File: src/hw/rtl/eds_pkg.sv
// Shared types and constants for the streaming edit distance block.
`default_nettype none

package eds_pkg;

    localparam int REG_CHARS  = 32;   // pattern characters the registers hold
    localparam int CHAR_W     = 8;
    localparam int LEN_W      = 6;
    localparam int CFG_IDX_W  = 3;
    localparam int CFG_DATA_W = 64;
    localparam int OUT_W      = 8;

    typedef enum logic [CFG_IDX_W-1:0] {
        CFG_LENGTH,
        CFG_CHARS_A,
        CFG_CHARS_B,
        CFG_CHARS_C,
        CFG_CHARS_D
    } eds_cfg_t;

    // token that travels down the cell row with each character
    typedef struct packed {
        logic              valid;
        logic              last;
        logic              empty;
        logic [CHAR_W-1:0] text;
    } eds_ctl_t;

endpackage

`default_nettype wire

File: src/hw/rtl/edit_distance_stream.sv
// Top level of the streaming edit distance block: registers, cell row, result register.
//
//  channel  | direction | tdata / data          | side band
//  ---------+-----------+-----------------------+---------------------------
//  s_axis   | in        | [7:0] text_char       | tlast last_char, tuser empty_word
//  m_axis   | out       | [7:0] distance        | tuser saturated
//  cfg      | in        | cfg_data, cfg_index   | index 0 length, 1..4 chars
//
//  One character request per cycle while the row is not stalled; the result of a word is
//  picked off at cell L, L being the pattern length clamped to the cell count.
//  Each character moves one cell per cycle down the row (skewed wavefront) unless the row stalls.
//  The row stalls only when a result is due while the result register is full and m_axis_tready is low.
//  Reset puts the column into its start values at once; no clearing pass.
`default_nettype none

module edit_distance_stream #(
    parameter int MAX_PATTERN = 32,
    parameter int COST_WIDTH  = 8
) (
    input  wire logic                           clk,
    input  wire logic                           rst_n,
    input  wire logic                           s_axis_tvalid,
    output logic                                s_axis_tready,
    input  wire logic [7:0]                     s_axis_tdata,  // [7:0] text_char
    input  wire logic                           s_axis_tlast,
    input  wire logic                           s_axis_tuser,  // [0] empty_word
    output logic                                m_axis_tvalid,
    input  wire logic                           m_axis_tready,
    output logic [7:0]                          m_axis_tdata,  // [7:0] distance
    output logic                                m_axis_tuser,  // [0] saturated
    input  wire logic                           cfg_valid,
    output logic                                cfg_ready,
    input  wire logic [eds_pkg::CFG_IDX_W-1:0]  cfg_index,
    input  wire logic [eds_pkg::CFG_DATA_W-1:0] cfg_data
);
    import eds_pkg::*;

    localparam int CELLS = (MAX_PATTERN < REG_CHARS) ? MAX_PATTERN : REG_CHARS;
    localparam int LW    = $clog2(CELLS + 1);
    localparam int CW    = COST_WIDTH + 1;
    localparam logic [COST_WIDTH-1:0] COST_MAX = '1;

    logic [LEN_W-1:0]      length_reg;
    logic [CFG_DATA_W-1:0] chars_reg [4];
    logic [LW-1:0]         len_used;

    eds_ctl_t      ctl_link  [CELLS+1];
    logic [CW-1:0] diag_link [CELLS+1];
    logic [CW-1:0] left_link [CELLS+1];

    logic                  en, emit;
    eds_ctl_t              emit_ctl;
    logic [CW-1:0]         emit_val;
    logic                  out_valid_reg, out_valid_next;
    logic [COST_WIDTH-1:0] dist_reg;
    logic                  sat_reg;

    // configuration registers
    assign cfg_ready = 1'b1;

    always_ff @(posedge clk or negedge rst_n)
    begin
        if (!rst_n)
        begin
            length_reg <= '0;
            for (int k = 0; k < 4; k++)
            begin
                chars_reg[k] <= '0;
            end
        end
        else if (cfg_valid)
        begin
            case (cfg_index)
                CFG_LENGTH:  length_reg   <= cfg_data[LEN_W-1:0];
                CFG_CHARS_A: chars_reg[0] <= cfg_data;
                CFG_CHARS_B: chars_reg[1] <= cfg_data;
                CFG_CHARS_C: chars_reg[2] <= cfg_data;
                CFG_CHARS_D: chars_reg[3] <= cfg_data;
                default:     ;
            endcase
        end
    end

    assign len_used = (32'(length_reg) > CELLS) ? LW'(CELLS) : LW'(length_reg);

    // cell row
    assign s_axis_tready = en;

    eds_head #(
        .COST_WIDTH (COST_WIDTH)
    ) u_head (
        .clk      (clk),
        .rst_n    (rst_n),
        .en       (en),
        .take     (s_axis_tvalid && en),
        .in_text  (s_axis_tdata),
        .in_last  (s_axis_tlast),
        .in_empty (s_axis_tuser),
        .ctl_out  (ctl_link[0]),
        .diag_out (diag_link[0]),
        .left_out (left_link[0])
    );

    for (genvar j = 1; j <= CELLS; j++)
    begin : g_cell
        localparam int WSEL = (j - 1) / 8;
        localparam int BSEL = ((j - 1) % 8) * 8;

        eds_cell #(
            .CELL_INDEX (j),
            .COST_WIDTH (COST_WIDTH)
        ) u_cell (
            .clk      (clk),
            .rst_n    (rst_n),
            .en       (en),
            .pat_char (chars_reg[WSEL][BSEL +: CHAR_W]),
            .ctl_in   (ctl_link[j-1]),
            .diag_in  (diag_link[j-1]),
            .left_in  (left_link[j-1]),
            .ctl_out  (ctl_link[j]),
            .diag_out (diag_link[j]),
            .left_out (left_link[j])
        );
    end

    // result pick-off at the cell selected by the pattern length
    assign emit_ctl = ctl_link[len_used];
    assign emit_val = left_link[len_used];
    assign emit     = emit_ctl.valid && (emit_ctl.last || emit_ctl.empty);
    assign en       = !(emit && out_valid_reg && !m_axis_tready);

    always_comb
    begin
        out_valid_next = out_valid_reg;
        if (emit && en)
        begin
            out_valid_next = 1'b1;
        end
        else if (m_axis_tready)
        begin
            out_valid_next = 1'b0;
        end
    end

    always_ff @(posedge clk or negedge rst_n)
    begin
        if (!rst_n)
        begin
            out_valid_reg <= 1'b0;
        end
        else
        begin
            out_valid_reg <= out_valid_next;
        end
    end

    always_ff @(posedge clk)
    begin
        if (emit && en)
        begin
            sat_reg  <= emit_val[COST_WIDTH];
            dist_reg <= emit_val[COST_WIDTH] ? COST_MAX : emit_val[COST_WIDTH-1:0];
        end
    end

    assign m_axis_tvalid = out_valid_reg;
    assign m_axis_tdata  = 8'(dist_reg);
    assign m_axis_tuser  = sat_reg;

    // a waiting result stays until taken
    a_hold_result : assert property (@(posedge clk) disable iff (!rst_n)
        out_valid_reg && !m_axis_tready |=> out_valid_reg)
        else $error("result dropped before it was taken");

    // an empty-word request enters the row as an empty token
    a_empty_token : assert property (@(posedge clk) disable iff (!rst_n)
        s_axis_tvalid && s_axis_tready && s_axis_tuser |=> ctl_link[0].valid && ctl_link[0].empty)
        else $error("empty-word token lost at row entry");

    // a result picked off the row shows up on the output next cycle
    a_emit_shown : assert property (@(posedge clk) disable iff (!rst_n)
        emit && en |=> m_axis_tvalid)
        else $error("emitted result not presented");

endmodule

`default_nettype wire

File: src/hw/rtl/eds_head.sv
// Head cell: takes the input request and keeps the word position (column entry 0).
`default_nettype none

module eds_head #(
    parameter int COST_WIDTH = 8
) (
    input  wire logic                       clk,
    input  wire logic                       rst_n,
    input  wire logic                       en,
    input  wire logic                       take,
    input  wire logic [eds_pkg::CHAR_W-1:0] in_text,
    input  wire logic                       in_last,
    input  wire logic                       in_empty,
    output eds_pkg::eds_ctl_t               ctl_out,
    output logic [COST_WIDTH:0]             diag_out,
    output logic [COST_WIDTH:0]             left_out
);
    import eds_pkg::*;

    localparam int CW = COST_WIDTH + 1;
    localparam logic [CW-1:0] CAP = CW'(1) << COST_WIDTH;

    logic [CW-1:0] wp_reg, wp_next;
    logic [CW-1:0] diag_reg, diag_next;
    logic [CW-1:0] left_reg, left_next;
    eds_ctl_t      ctl_reg, ctl_next;
    logic [CW-1:0] wp_inc;

    always_comb
    begin
        wp_inc    = (wp_reg >= CAP) ? CAP : wp_reg + CW'(1);
        wp_next   = wp_reg;
        diag_next = wp_reg;
        left_next = wp_inc;
        ctl_next  = '{valid: take, last: in_last, empty: in_empty, text: in_text};
        if (take)
        begin
            if (in_empty)
            begin
                wp_next   = '0;
                left_next = '0;
            end
            else if (in_last)
            begin
                wp_next = '0;
            end
            else
            begin
                wp_next = wp_inc;
            end
        end
    end

    always_ff @(posedge clk or negedge rst_n)
    begin
        if (!rst_n)
        begin
            wp_reg  <= '0;
            ctl_reg <= '0;
        end
        else if (en)
        begin
            wp_reg  <= wp_next;
            ctl_reg <= ctl_next;
        end
    end

    always_ff @(posedge clk)
    begin
        if (en)
        begin
            diag_reg <= diag_next;
            left_reg <= left_next;
        end
    end

    assign ctl_out  = ctl_reg;
    assign diag_out = diag_reg;
    assign left_out = left_reg;

endmodule

`default_nettype wire

File: src/hw/rtl/eds_cell.sv
// Pattern cell: holds one column entry and updates it for each passing character.
`default_nettype none

module eds_cell #(
    parameter int CELL_INDEX = 1,
    parameter int COST_WIDTH = 8
) (
    input  wire logic                       clk,
    input  wire logic                       rst_n,
    input  wire logic                       en,
    input  wire logic [eds_pkg::CHAR_W-1:0] pat_char,
    input  wire eds_pkg::eds_ctl_t          ctl_in,
    input  wire logic [COST_WIDTH:0]        diag_in,
    input  wire logic [COST_WIDTH:0]        left_in,
    output eds_pkg::eds_ctl_t               ctl_out,
    output logic [COST_WIDTH:0]             diag_out,
    output logic [COST_WIDTH:0]             left_out
);
    import eds_pkg::*;

    localparam int CW = COST_WIDTH + 1;
    localparam int CAP_I = 1 << COST_WIDTH;
    localparam logic [CW-1:0] CAP = CW'(CAP_I);
    localparam logic [CW-1:0] RST_VAL = CW'((CELL_INDEX < CAP_I) ? CELL_INDEX : CAP_I);

    logic [CW-1:0] val_reg, val_next;
    logic [CW-1:0] diag_reg, diag_next;
    logic [CW-1:0] left_reg, left_next;
    eds_ctl_t      ctl_reg;
    logic [CW-1:0] min_du, best, best_inc, cost;

    always_comb
    begin
        min_du   = (diag_in < val_reg) ? diag_in : val_reg;
        best     = (left_in < min_du) ? left_in : min_du;
        best_inc = (best >= CAP) ? CAP : best + CW'(1);
        cost     = (pat_char == ctl_in.text) ? diag_in : best_inc;

        val_next  = val_reg;
        diag_next = val_reg;
        left_next = cost;
        if (ctl_in.valid)
        begin
            if (ctl_in.empty)
            begin
                val_next  = RST_VAL;
                left_next = RST_VAL;
            end
            else if (ctl_in.last)
            begin
                val_next = RST_VAL;
            end
            else
            begin
                val_next = cost;
            end
        end
    end

    always_ff @(posedge clk or negedge rst_n)
    begin
        if (!rst_n)
        begin
            val_reg <= RST_VAL;
            ctl_reg <= '0;
        end
        else if (en)
        begin
            val_reg <= val_next;
            ctl_reg <= ctl_in;
        end
    end

    always_ff @(posedge clk)
    begin
        if (en)
        begin
            diag_reg <= diag_next;
            left_reg <= left_next;
        end
    end

    assign ctl_out  = ctl_reg;
    assign diag_out = diag_reg;
    assign left_out = left_reg;

endmodule

`default_nettype wire
File: config.mk
export PLATFORM = sky130hd
export DESIGN_NAME = edit_distance_stream
export DESIGN_NICKNAME = d
export VERILOG_FILES = /design/src/hw/rtl/eds_pkg.sv /design/src/hw/rtl/edit_distance_stream.sv /design/src/hw/rtl/eds_head.sv /design/src/hw/rtl/eds_cell.sv
export SDC_FILE = /design/constraint.sdc
export NUM_CORES = 2
export LEC_CHECK = 0
export BUFFER_PORTS_ARGS = -buffer_cell sky130_fd_sc_hd__buf_2
export CELL_PAD_IN_SITES_DETAIL_PLACEMENT = 1
export CELL_PAD_IN_SITES_GLOBAL_PLACEMENT = 1
export CORE_MARGIN = 2
export CORE_UTILIZATION = 35
export CTS_CLUSTER_DIAMETER = 40
export DETAILED_ROUTE_END_ITERATION = 8
export GPL_TIMING_DRIVEN = 0
export PLACE_DENSITY = 0.69
export SYNTH_ARGS = -nofsm -noshare
export SYNTH_HDL_FRONTEND = slang
export SYNTH_SLANG_ARGS = --single-unit
File: constraint.sdc
create_clock -name clk -period 13.4 [get_ports clk]
set_input_delay 2.68 -clock clk [delete_from_list [all_inputs] [get_ports clk]]
set_output_delay 2.68 -clock clk [all_outputs]
set_load 0.01 [all_outputs]
# Word level (Yosys, flattened, before mapping)
# Cells that the tools add are included.
# W data, S select, Z words.
# classes
n_lt_le_gt_ge	99
n_addsub	33
reduce_logical	48
multipliers	0
n_bitwise	2
shifts	0
mux	270
div	0
eq_ne	36
# ops
operator	count
$mux W9	263
$lt A9 B9 Y1	64
$add A9 B1 Y9 const B	33
$ge A9 B9 Y1 const B	33
$eq A8 B8 Y1	32
$reduce_and A2 Y1	38
$bmux W11 S6	1
$bmux W9 S6	1
$mux W11	2
$ge A7 B7 Y1 const B	1
$not A6 Y7	1
$eq A3 B2 Y1 const B	2
$gt A6 B6 Y1 const B	1
$mux W6	1
$logic_and A1 B1 Y1	5
$eq A3 B1 Y1 const B	1
$eq A3 B3 Y1 const B	1
$logic_not A3 Y1	1
$logic_not A1 Y1	2
$mux W1	2
$reduce_bool A2 Y1	1
$logic_or A1 B1 Y1	1
$not A1 Y1	1
# totals
input_bits	82
mem_count	0
out_inout_bits	12
regBits	1517
latchBits	0
ram_bits	0
mem_bits_ro	0

# Logic depth before layout (Yosys ltp)
# logic_depth
word_depth	13
mapped_depth	24
depth_no_buf	22

# Modules after synthesis
# Synthesis repeated with hierarchy kept, for this count alone.
# unflattened
cells_unflattened	8934
hier_area_um2	95606.7
# modules_own_cells
module	cells_each	n_inst	seq_area_each_um2	area_each_um2
edit_distance_stream	1150	1	6851.6	13883.3
eds_cell at g_cell[18].u_cell ...	229	2	1043.5	2383.5
eds_cell at g_cell[15].u_cell	248	1	1046.0	2605.0
eds_cell at g_cell[5].u_cell	243	1	1043.5	2597.5
eds_cell at g_cell[14].u_cell	251	1	1044.8	2595.0
eds_cell at g_cell[10].u_cell	247	1	1043.5	2591.2
eds_cell at g_cell[17].u_cell	248	1	1043.5	2585.0
eds_cell at g_cell[12].u_cell	253	1	1043.5	2577.5
eds_cell at g_cell[2].u_cell	246	1	1042.2	2565.0
eds_cell at g_cell[32].u_cell	244	1	1042.2	2565.0
eds_cell at g_cell[16].u_cell	248	1	1042.2	2560.0
eds_cell at g_cell[13].u_cell	251	1	1044.8	2557.5
eds_cell at g_cell[11].u_cell	242	1	1044.8	2548.7
eds_cell at g_cell[4].u_cell	244	1	1042.2	2544.9
+19 rows	-	-	-	-

# Least setup slack after synthesis
# Ideal clock, no wire load.
# synth_path
path_type	input-to-output
start	in m_axis_tready
end	out s_axis_tready
path_stages	7
t_arrival_ns	10.049
path_buffers	3
required_ns	10.720
path_slack_ns	0.671
path_cell_list	inv_1 -> nand2_1 -> nor2_4 -> inv_4 -> buf_4 -> buf_4 -> buf_2
# synth_between
elab_chain_len	3
# synth_rtl
item	line_no	rtl
start: declaration	edit_distance_stream.sv:28	input wire logic m_axis_tready,
$logic_not A1 Y1	edit_distance_stream.sv:130	assign en = !(emit && out_valid_reg && !m_axis_tready);
$logic_and A1 B1 Y1	edit_distance_stream.sv:130	
$logic_not A1 Y1	edit_distance_stream.sv:130	
end: declaration	edit_distance_stream.sv:23	output logic s_axis_tready,
# Every way passes these cells.

# Worst setup path after layout
# layout_path
start	reg length_reg[3]
end	out s_axis_tready
# layout_between
elab_chain_len	11
# layout_rtl
item	line_no	rtl
start: declaration	edit_distance_stream.sv:43	logic [LEN_W-1:0] length_reg;
start signal: assignment	edit_distance_stream.sv:74	CFG_LENGTH: length_reg <= cfg_data[LEN_W-1:0];
$gt A6 B6 Y1	edit_distance_stream.sv:84	assign len_used = (32'(length_reg) > CELLS) ? LW'(CELLS) : LW'(length_reg);
$mux W6 *	edit_distance_stream.sv:84	
$not A6 Y7 (implied by the code) *	edit_distance_stream.sv:127	assign emit_ctl = ctl_link[len_used];
$bmux W11 S6 *	edit_distance_stream.sv:127	
$mux W11 (implied by the code) * (2 in a row)	edit_distance_stream.sv:127	
$logic_or A1 B1 Y1	edit_distance_stream.sv:129	assign emit = emit_ctl.valid && (emit_ctl.last || emit_ctl.empty);
$logic_and A1 B1 Y1 *	edit_distance_stream.sv:129	
$logic_and A1 B1 Y1 * (2 in a row)	edit_distance_stream.sv:130	
$logic_not A1 Y1 *	edit_distance_stream.sv:130	
# Mark *: on every way between the ends. The rest lies on a longest branch, timed or not. The select of a mux whose other input is x is not followed.

==> flow_metrics.py <==
metrics = {
    "sta": {
        "fin_crit_sh_pct": 78.4,
        "clock.fmax_mhz": 95.2,
        "slew_headroom_pct": 12.3,
        "slew_viol_final": 0,
        "fin_skew_ns": 0.125,
        "setup_viol": 0,
        "timing.setup.tns_ns": 0,
        "hold_viol_final": 0,
        "tightest_slew_ns": 1.31,
        "rsz0062_at_grt": "no",
        "min_period_ns": 10.50,
    },
    "layout": {
        "final.fill_count": 29300,
        "layout_commonest_cell": "nand2_1",
        "area_growth_pct": 16.8,
        "fin_cells": 13600,
        "layout_common_cells": "nand2_1, dfrtp_1, edfxtp_1, ha_1, nor2_1",
        "nNetsFinal": 10500,
        "drive_gt1_share_pct": 12.7,
        "regArea_sq_um": 40800,
        "multiInputGateArea_sq_um": 48000,
        "largest_reg_flops": 344,
    },
    "critical_path": {
        "critPathRequiredTime_ns": 10.72,
        "cp.arrival_ns": 7.82,
        "cp-end-kind": "output port",
        "r2r_slack_ns": 5.94,
        "setup.worst_path.start": "length_reg[3]",
        "crit_end": "s_axis_tready",
        "r2r_start": "length_reg[3]",
        "critPathMaxFanout": 112,
        "ff2ff_path_depth": 15,
        "r2r_end": "g_cell[6].u_cell.left_out[5]",
        "criticalPathCategory": "flop to output port",
        "start_kind": "flop",
    },
    "clocking": {
        "cts.htree.levels": 5,
        "clock-root-buffer": "clkbuf_16",
        "hold_buffers": 0,
        "clock_path_buffers": 4,
        "cts_tree": "done",
        "numCtsBuffers": 294,
        "ctsResizeCount": 0,
        "clk_pin_slew_ns": 0.05,
        "clkLatencyLatePin_ns": 0.95,
        "post_cts_buffers": 0,
        "cts_sinks": 1509,
    },
    "synth": {
        "synthMuxAreaShare_pct": 8.63,
        "synth_top_family_by_area": "simple AND/OR/NAND/NOR gates",
        "syn_nets": 10100,
        "synth_seq_cells": 1509,
        "synth_cell_types": 102,
        "yosys_warnings": 0,
        "syn_area_sq_um": 91900,
        "synth-compound-area-share_pct": 14.8,
        "synth_ff_type": "dfrtp_1",
        "synth_fa_ha_area_share_pct": 7.84,
        "synth-simple-area-share_pct": 16.4,
        "syn_area_per_cell_sq_um": 9.77,
        "async_reset_ff_share_pct": 60.6,
        "synth_xor_area_share_pct": 4.62,
        "seq_area_frac_synth_pct": 44.4,
        "synthCells": 9405,
        "synth-edff-count": 594,
    },
    "die": {
        "core.rowCount": 188,
        "fp.dieW_um": 516,
        "die_h_um": 516,
        "fp.coreArea_sq_um": 262000,
        "die-area_sq_um": 267000,
        "boundaryPins": 94,
        "start_util_pct": 35.1,
    },
    "global_route": {
        "grt_pass1_vias": 81700,
        "grt-busiest-layer": "met2",
        "grt_max_degree": 125,
        "met1_usage_pct": 34.5,
        "use_met3_pct": 4.17,
        "use_met2_pct": 42.7,
        "grt.total_usage_pct": 26.1,
        "grt_antenna_before_repair": 20,
        "gr-total-overflow": 0,
        "grt_first_pass_wirelength_mm": 530,
    },
    "status": {
        "status": "finished clean",
    },
    "routing": {
        "ant_nets": 0,
        "drt_wl_total_mm": 354,
        "post-route-drc-count": 0,
        "vias_per_cell": 5.75,
        "dr_total_vias": 78000,
        "first_pass_iters": 5,
        "drt_iter0_drc": 6309,
        "post_drt_wl_per_cell_um": 26.1,
    },
    "placed_design": {
        "globalplace.congestion": 0.947,
        "place_inst": 13000,
        "port-buffer-count": 90,
        "hpwl_mm": 273,
    },
    "run": {
        "maxCapViolations": 0,
    },
    "min_path": {
        "hp-class": "flop to flop",
    },
}
[area by class of cell]
class                   instances  share of cell area, %
well taps                    3515                   4.10
inverters                     421                   1.47
plain buffers                 347                   1.37
flip-flops and latches       1509                   38.0
repair buffers                114                  0.959
multi-input cells            7128                   44.7
clock inverters               170                   1.87
clock buffers                 347                   7.43
diodes                          5                 0.0117
[critical path, stage by stage (launching register included)]
cell	delay, ns
dfrtp_1	0.58
nand2b_1	0.16
clkbuf_1	0.77
clkbuf_1	0.69
a211oi_1	0.15
o311ai_0	0.37
nand3_1	0.29
a31oi_4	0.53
nor2_4	0.24
inv_4	0.36
buf_4	0.39
buf_4	0.43
buf_8	0.45
buf_16	0.45
buf_16	0.46
buf_2	0.25
[cell usage after synthesis (30+ instances only)]
master / n / area share [%]
mux4_2: 79 / 1.9
xor2_1: 103 / 0.98
mux2i_1: 266 / 2.9
xnor2_1: 382 / 3.6
nand3_1: 176 / 0.96
a211o_1: 30 / 0.29
ha_1: 576 / 7.8
o22ai_1: 91 / 0.62
nor3_1: 158 / 0.86
nor2b_1: 48 / 0.33
a21oi_1: 522 / 2.8
dfstp_2: 81 / 2.3
nand2b_1: 96 / 0.65
o211ai_1: 59 / 0.48
o21a_1: 74 / 0.60
nand4_1: 149 / 1.0
or2_2: 42 / 0.29
a21o_1: 114 / 0.93
nor2_1: 575 / 2.3
a211oi_1: 93 / 0.76
o31ai_1: 60 / 0.49
nand2_1: 1709 / 7.0
clkbuf_1: 230 / 0.94
o21ai_1: 33 / 0.18
and4_1: 37 / 0.35
a22oi_1: 143 / 1.2
o21ai_0: 374 / 2.0
dfrtp_1: 834 / 23
and2_1: 113 / 0.77
a31oi_1: 91 / 0.62
mux2_2: 309 / 3.8
inv_1: 418 / 1.7
buf_2: 83 / 0.45
and3_1: 98 / 0.67
edfxtp_1: 594 / 19
[metal layers]
metal,up-vias,share of wire [%],routed length [um]
met3,627,5.7,20200
met2,2280,47,165000
met1,40100,43,154000
met4,4,4.3,15300
li1,35000,-,-
met5,-,0.0076,27
[worst min path at each step]
stage	from	end	slack [ns]	depth (start not counted)
after floorplan	g_cell[10].u_cell.diag_next[2]	g_cell[10].u_cell.diag_out[2]	0.42	0
after global placement	g_cell[19].u_cell.diag_next[8]	g_cell[19].u_cell.diag_out[8]	0.43	0
after detailed placement	g_cell[10].u_cell.diag_next[8]	g_cell[10].u_cell.diag_out[8]	0.43	0
after CTS	g_cell[10].u_cell.diag_next[8]	g_cell[10].u_cell.diag_out[8]	0.45	0
after global routing	g_cell[10].u_cell.diag_next[8]	g_cell[10].u_cell.diag_out[8]	0.45	0
final	g_cell[10].u_cell.diag_next[5]	g_cell[10].u_cell.diag_out[5]	0.44	0
[kinds of logic after synthesis]
family                   after synthesis
flip-flops                          1509
adder cells (fa/ha/maj)              576
multiplexers                         655
buffers and inverters                768
XOR/XNOR                             485
AND/OR/NAND/NOR                     3345
other                                  1
AO/OA/AOI/OAI                       2066
[per-stage QoR]
| step | setup slack (ns) | util [%] | hold WS, ns | area (sq um) |
|---|---|---|---|---|
| CTS | 3.02 | 41.0 | 0.445 | 107000 |
| detailed placement | 4.01 | 37.2 | 0.433 | 97300 |
| floorplan | 0.671 | - | 0.425 | 91900 |
| finish | 2.90 | 41.0 | 0.445 | 107000 |
| global placement | -11.64 | 36.9 | 0.432 | 96700 |
| global route | 2.73 | 41.0 | 0.449 | 107000 |
Power is left out: the tool's default activity adds up to more than one toggle a clock period on the data nets, which glitch-free logic cannot reach.
